===== config.mk =====
export PLATFORM = sky130hd
export DESIGN_NAME = pm_sensor_frame_parser
export DESIGN_NICKNAME = d
export VERILOG_FILES = /design/src/rtl/pmsfp_pkg.sv /design/src/rtl/pmsfp_parser_core.sv /design/src/rtl/pm_sensor_frame_parser.sv
export SDC_FILE = /design/constraint.sdc
export NUM_CORES = 1
export LEC_CHECK = 0
export CAP_MARGIN = 0
export CORE_ASPECT_RATIO = 1.4
export CORE_MARGIN = 5
export CORE_UTILIZATION = 30
export CTS_CLUSTER_DIAMETER = 60
export DETAILED_ROUTE_END_ITERATION = 7
export DONT_BUFFER_PORTS = 1
export HOLD_SLACK_MARGIN = 0.03
export PLACE_DENSITY = 0.55
export RECOVER_POWER = 50
export SYNTH_ARGS = -nofsm -noshare
export SYNTH_HDL_FRONTEND = slang
export SYNTH_SLANG_ARGS = --single-unit

===== constraint.sdc =====
create_clock -name clk -period 3.75 [get_ports clk]
set_input_delay 0.9375 -clock clk [delete_from_list [all_inputs] [get_ports clk]]
set_output_delay 0.9375 -clock clk [all_outputs]
set_load 0.05 [all_outputs]

===== src/rtl/pmsfp_pkg.sv =====
package pmsfp_pkg;

	localparam int unsigned PosW = 5;
	localparam int unsigned ByteW = 8;
	localparam int unsigned WordW = 16;
	localparam int unsigned OutDataW = 56;

	localparam logic [ByteW-1:0] HDR_FIRST  = 8'h42;
	localparam logic [ByteW-1:0] HDR_SECOND = 8'h4D;

	localparam logic [PosW-1:0] POS_HDR0  = 5'd0;
	localparam logic [PosW-1:0] POS_HDR1  = 5'd1;
	localparam logic [PosW-1:0] POS_PM0   = 5'd10;
	localparam logic [PosW-1:0] POS_PM5   = 5'd15;
	localparam logic [PosW-1:0] POS_CHKHI = 5'd22;
	localparam logic [PosW-1:0] POS_LAST  = 5'd23;

	localparam int unsigned PmBytes = 6;

	typedef struct packed {
		logic [WordW-1:0] pm10_value;
		logic [WordW-1:0] pm25_value;
		logic [WordW-1:0] pm1_value;
		logic             frame_good;
		logic [PosW-1:0]  next_position;
	} result_t;

endpackage


===== src/rtl/pmsfp_parser_core.sv =====
module pmsfp_parser_core (
	input  logic                         clk,
	input  logic                         arst_n,
	input  logic                         step,
	input  logic [pmsfp_pkg::ByteW-1:0]  rx_byte,
	output pmsfp_pkg::result_t           result
);

	logic [pmsfp_pkg::PosW-1:0]  position_q;
	logic [pmsfp_pkg::WordW-1:0] sum_q;
	logic [pmsfp_pkg::ByteW-1:0] pm_bytes_q [pmsfp_pkg::PmBytes];
	logic [pmsfp_pkg::ByteW-1:0] chk_hi_q;
	logic [pmsfp_pkg::WordW-1:0] pm1_q;
	logic [pmsfp_pkg::WordW-1:0] pm25_q;
	logic [pmsfp_pkg::WordW-1:0] pm10_q;

	logic [pmsfp_pkg::PosW-1:0]  pos;
	logic                        hdr_bad;
	logic [pmsfp_pkg::PosW-1:0]  pos_next;
	logic [pmsfp_pkg::WordW-1:0] sum_next;
	logic                        good;
	logic [pmsfp_pkg::WordW-1:0] w1;
	logic [pmsfp_pkg::WordW-1:0] w25;
	logic [pmsfp_pkg::WordW-1:0] w10;
	logic                        in_pm;
	logic [2:0]                  pm_idx;

	always_comb begin
		pos = (position_q > pmsfp_pkg::POS_LAST) ? pmsfp_pkg::POS_HDR0 : position_q;
		hdr_bad = ((pos == pmsfp_pkg::POS_HDR0) && (rx_byte != pmsfp_pkg::HDR_FIRST)) ||
			((pos == pmsfp_pkg::POS_HDR1) && (rx_byte != pmsfp_pkg::HDR_SECOND));

		if (pos == pmsfp_pkg::POS_HDR0) begin
			sum_next = {{(pmsfp_pkg::WordW-pmsfp_pkg::ByteW){1'b0}}, rx_byte};
		end else if (pos < pmsfp_pkg::POS_CHKHI) begin
			sum_next = sum_q + {{(pmsfp_pkg::WordW-pmsfp_pkg::ByteW){1'b0}}, rx_byte};
		end else begin
			sum_next = sum_q;
		end

		in_pm = (pos >= pmsfp_pkg::POS_PM0) && (pos <= pmsfp_pkg::POS_PM5);
		pm_idx = 3'(pos - pmsfp_pkg::POS_PM0);

		w1  = {pm_bytes_q[0], pm_bytes_q[1]};
		w25 = {pm_bytes_q[2], pm_bytes_q[3]};
		w10 = {pm_bytes_q[4], pm_bytes_q[5]};

		good = (pos == pmsfp_pkg::POS_LAST) && ({chk_hi_q, rx_byte} == sum_q);

		if (hdr_bad || (pos == pmsfp_pkg::POS_LAST)) begin
			pos_next = pmsfp_pkg::POS_HDR0;
		end else begin
			pos_next = pos + 5'd1;
		end

		result.next_position = pos_next;
		result.frame_good    = good;
		result.pm1_value     = good ? w1  : pm1_q;
		result.pm25_value    = good ? w25 : pm25_q;
		result.pm10_value    = good ? w10 : pm10_q;
	end

	always_ff @(posedge clk or negedge arst_n) begin
		if (!arst_n) begin
			position_q <= '0;
			sum_q      <= '0;
			pm1_q      <= '0;
			pm25_q     <= '0;
			pm10_q     <= '0;
		end else if (step) begin
			position_q <= pos_next;
			if (!hdr_bad) begin
				sum_q <= sum_next;
			end
			if (good) begin
				pm1_q  <= w1;
				pm25_q <= w25;
				pm10_q <= w10;
			end
		end
	end

	// frame payload bytes, only read after being written in the same frame
	always_ff @(posedge clk) begin
		if (step && !hdr_bad) begin
			if (in_pm) begin
				pm_bytes_q[pm_idx] <= rx_byte;
			end
			if (pos == pmsfp_pkg::POS_CHKHI) begin
				chk_hi_q <= rx_byte;
			end
		end
	end

endmodule


===== src/rtl/pm_sensor_frame_parser.sv =====
// Parser for 24-byte particulate sensor frames (header 0x42 0x4D, 16-bit sum of
// bytes 0..21 checked against the big-endian word in bytes 22..23). Each input
// beat carries one received byte and yields exactly one output beat holding the
// next expected frame position, a frame-good pulse and the three atmospheric PM
// words latched from the last good frame (zero after reset). Throughput is one
// byte per clock while the output side is not stalled: a beat goes through the
// input register, the position/sum update, and the output register. A stalled
// output beat holds the input side.
module pm_sensor_frame_parser (
	input  logic        clk,
	input  logic        arst_n,
	input  logic        s_axis_tvalid,
	output logic        s_axis_tready,
	input  logic [7:0]  s_axis_tdata,   // [7:0] rx_byte
	output logic        m_axis_tvalid,
	input  logic        m_axis_tready,
	// [4:0] next_position, [5] frame_good, [21:6] pm1_value,
	// [37:22] pm25_value, [53:38] pm10_value, [55:54] zero
	output logic [pmsfp_pkg::OutDataW-1:0] m_axis_tdata
);

	logic                        valid_s1;
	logic [pmsfp_pkg::ByteW-1:0] byte_s1;
	logic                        advance;
	pmsfp_pkg::result_t          result;
	logic                        out_valid_q;
	pmsfp_pkg::result_t          out_q;

	assign advance       = valid_s1 && (!out_valid_q || m_axis_tready);
	assign s_axis_tready = !valid_s1 || advance;

	always_ff @(posedge clk or negedge arst_n) begin
		if (!arst_n) begin
			valid_s1 <= 1'b0;
		end else if (s_axis_tready) begin
			valid_s1 <= s_axis_tvalid;
		end
	end

	always_ff @(posedge clk) begin
		if (s_axis_tready && s_axis_tvalid) begin
			byte_s1 <= s_axis_tdata;
		end
	end

	pmsfp_parser_core u_core (
		.clk     (clk),
		.arst_n  (arst_n),
		.step    (advance),
		.rx_byte (byte_s1),
		.result  (result)
	);

	always_ff @(posedge clk or negedge arst_n) begin
		if (!arst_n) begin
			out_valid_q <= 1'b0;
		end else if (advance) begin
			out_valid_q <= 1'b1;
		end else if (m_axis_tready) begin
			out_valid_q <= 1'b0;
		end
	end

	always_ff @(posedge clk) begin
		if (advance) begin
			out_q <= result;
		end
	end

	assign m_axis_tvalid = out_valid_q;
	assign m_axis_tdata  = {2'b00, out_q};

	a_good_ends_frame: assert property (@(posedge clk) disable iff (!arst_n)
		(m_axis_tvalid && out_q.frame_good) |-> (out_q.next_position == pmsfp_pkg::POS_HDR0))
		else $error("frame_good without position wrap");

	a_pos_range: assert property (@(posedge clk) disable iff (!arst_n)
		m_axis_tvalid |-> (out_q.next_position <= pmsfp_pkg::POS_LAST))
		else $error("next_position out of range");

	a_s1_hold: assert property (@(posedge clk) disable iff (!arst_n)
		(valid_s1 && !advance) |=> (valid_s1 && $stable(byte_s1)))
		else $error("input stage lost a stalled byte");

endmodule

==> flow_summary.yaml <==
outcome:
  status: "finished clean"
die:
  core_um2: 26100
  io_pins: 70
  die_w_um: 147
  die_area_um2: 29800
  initial_utilization_pct: 30.3
  row_count: 70
  die_h_um: 202
global_route:
  grt_pass1_wl_mm: 25.5
  antenna_found_initial: 0
  grt-ovfl-total: 0
  grt_util_all_layers_pct: 11.2
  grt_pass1_vias: 4392
  grt_max_degree: 72
synth:
  yosys-top-cells-area: "edfxtp_1, dfrtp_1, mux2_2, ha_1, nand2_1"
  syn_avg_cell_area_um2: 15.2
  synth.top_cells.by_count: "edfxtp_1, mux2_2, dfrtp_1"
  netlist.area_leader.share_pct: 44.8
  synth_edf_count: 118
  ys_ff_latch: 189
  synthCells: 519
  ys.warnings.count: 0
  ys_async_sr_fraction_pct: 37.6
  synth_area_leader_cell: "edfxtp_1"
  syn_area_um2: 7910
  synth.most_common_cell: "edfxtp_1"
  yosys.cell_types.count: 59
  dominantRegCellSynth: "edfxtp_1"
  ys_seq_area_share_pct: 67.2
cts:
  clockBufferDepth: 2
  clkSlewWorstSetupHoldPaths_ns: 0.07
  cts_max_level: 4
  cts_root_buf: "clkbuf_16"
  insertion_delay_ns: 0.43
  cts_sinks: 189
  cts_tree: "yes"
  cts_setup_buffers: 0
  cts_buffers: 17
run:
  maxCapViolations: 0
power:
  p_int_mw: 3.50
  clock_power_share_pct: 35.5
  sw_frac_of_total_pct: 28.3
  p_sw_mw: 1.38
  power_frac_seq_pct: 52.2
  powerDensity_nw_per_um2: 547
  vdd_drop_max_mv: 0.353
  comb_power_share_pct: 12.4
  p_leak_nw: 3.48
sta:
  period_minus_slack_ns: 3.37
  rsz0062_at_grt: "false"
  fin_tns_setup_ns: 0
  hold_viol: 0
  period_share_pct: 89.8
  setup_viol: 0
  drv_slew: 0
  finClkSkew_ns: 0.0153
  fin_hold_ws_ns: 0.193
  tightestPinTransition_ns: 1.10
  fmax_mhz: 297
  slew-limit-headroom_pct: 26.5
worst_setup_path:
  cp.depth: 13
  critical_path_class: "reg2reg"
  max_stage_delay_ns: 0.48
  path_max_fanout: 11
  r2r_end: "u_core.pm_bytes_q[0][6]"
  start_kind: "flop"
  worstPathRequired_ns: 3.90
  worst_path_max_delay_cell: "dfrtp_1"
  worstSetupEndpointType: "flop"
  worstPathArrival_ns: 3.51
  r2r_start: "u_core.position_q[4]"
  reg2reg_slack_ns: 0.38
  worst-path-buf-inv: 2
  crit_path_cell_trace: "nand2_1 -> nand2_1 -> inv_1 -> ha_1 -> nand2_1 -> nor3_1 -> ha_1 -> o2111ai_1 -> o21ai_0 -> nand2_1 -> a2111oi_2 -> nor2b_1 -> buf_4"
  critPathTopFamily: "simple AND/OR/NAND/NOR gates"
  reg2reg_depth: 13
  crit_path_frequent_cell: "nand2_1"
detailed_routing:
  viasPerCell: 4.86
  initialDrtViolationCount: 181
  drt-total-wl_mm: 16.1
  ant_nets: 0
  wire_per_inst_um: 18.5
  vias: 4235
  drc: 0
  drt_first_pass_iters: 4
layout:
  syn_to_final_growth_pct: 12.6
  fin_util_pct: 34.1
  antenna_cells: 0
  layout-drive-gt1-share_pct: 27.4
  fin_nets: 560
placed_design:
  routabilityCongestion: 0.847
  port_buffers: 0
  post-dp-hpwl_mm: 10.8
worst_hold_path:
  hold_class: "in2async"
## worst reg2reg max path, cell delays in order (launching register included)
cell,delay [ns]
dfrtp_1,0.48
nand2_1,0.25
nand2_1,0.14
inv_1,0.19
ha_1,0.27
nand2_1,0.15
nor3_1,0.18
ha_1,0.19
o2111ai_1,0.13
o21ai_0,0.13
nand2_1,0.15
a2111oi_2,0.29
nor2b_1,0.34
buf_4,0.21
## power by group through the flow
stage          Sequential, mW  Clock (mW)  Combinational (mW)
2_1_floorplan            2.56           0               0.474
3_3_place_gp             2.58           0               0.592
3_5_place_dp             2.59           0               0.606
4_1_cts                  2.54        1.78               0.611
5_1_grt                  2.56        1.87               0.670
6_report                 2.54        1.73               0.603
## routing by layer
layer / routed length (µm) / track usage (%)
met1: 6650 / 13.1
met2: 8540 / 19.7
met3: 549 / 2.62
met4: 364 / 4.36
met5: 0 / 0
## timing repair
item                                   in CTS  in global routing
resized for setup                           0                  2
endpoints found under the hold margin       0                  0
setup endpoints to repair                   0                 13
hold buffers                                0                  0
## stage by stage
stage	total power, mW	instance area, µm²	cells	worst slack [ns]
floorplan	3.03	7920	520	0.393
CTS	4.94	8940	871	0.169
detailed placement	3.19	8380	839	0.215
global route	5.09	8910	871	0.0800
finish	4.88	8910	871	0.383
global placement	3.18	8380	839	0.335
## layout make-up
type / instances / area (µm²)
Clock buffer: 20 / 447
Clock inverter: 12 / 111
Fill cell: 2494 / 17200
Inverter: 12 / 46.3
Multi-Input combinational cell: 297 / 2460
Sequential cell: 189 / 5320
Tap cell: 324 / 405
Timing Repair Buffer: 17 / 124
## layout by cell type, fill, tap and decap left out, types with 5 or more instances in the layout
cell	n
edfxtp_1	118
o21ai_0	14
inv_1	11
a21oi_1	14
clkbuf_16	17
nor2_1	17
xnor2_1	11
nand2_1	29
buf_4	7
nor4_1	6
dfrtp_1	71
ha_1	13
a31oi_1	5
o31ai_1	6
mux2_2	94
inv_6	5
clkbuf_1	9
nand3_1	11
## logic make-up after synthesis
group	Yosys count	share of synthesized area [%]
AO/OA/AOI/OAI	69	6.23
flip-flops	189	67.2
XOR/XNOR	13	1.44
other	1	0.0474
AND/OR/NAND/NOR	100	6.72
adder cells (fa/ha/maj)	14	2.31
multiplexers	99	14.0
buffers and inverters	34	1.96
## sequential cells by signal, summed over array words and instances (netlist names)
| name | cells |
|---|---|
| m_axis_tdata | 54 |
| u_core.pm_bytes_q | 48 |
| u_core.pm10_q | 16 |
| u_core.pm1_q | 16 |
| u_core.pm25_q | 16 |
| u_core.sum_q | 16 |
| byte_s1 | 8 |
| u_core.chk_hi_q | 8 |
| u_core.position_q | 5 |
| m_axis_tvalid | 1 |
| valid_s1 | 1 |
## worst max path at each step
stage / endpoint / slack [ns] / startpoint
final: u_core.pm_bytes_q[0][6] / 0.38 / u_core.position_q[4]
after detailed placement: u_core.pm_bytes_q[0][5] / 0.21 / u_core.position_q[4]
after global placement: u_core.pm_bytes_q[0][1] / 0.33 / u_core.position_q[4]
after global routing: u_core.pm_bytes_q[0][0] / 0.08 / u_core.position_q[4]
after CTS: u_core.pm_bytes_q[0][1] / 0.17 / u_core.position_q[4]
after floorplan: u_core.chk_hi_q[0] / 0.39 / m_axis_tready
Power figures use the tool's default switching activity.
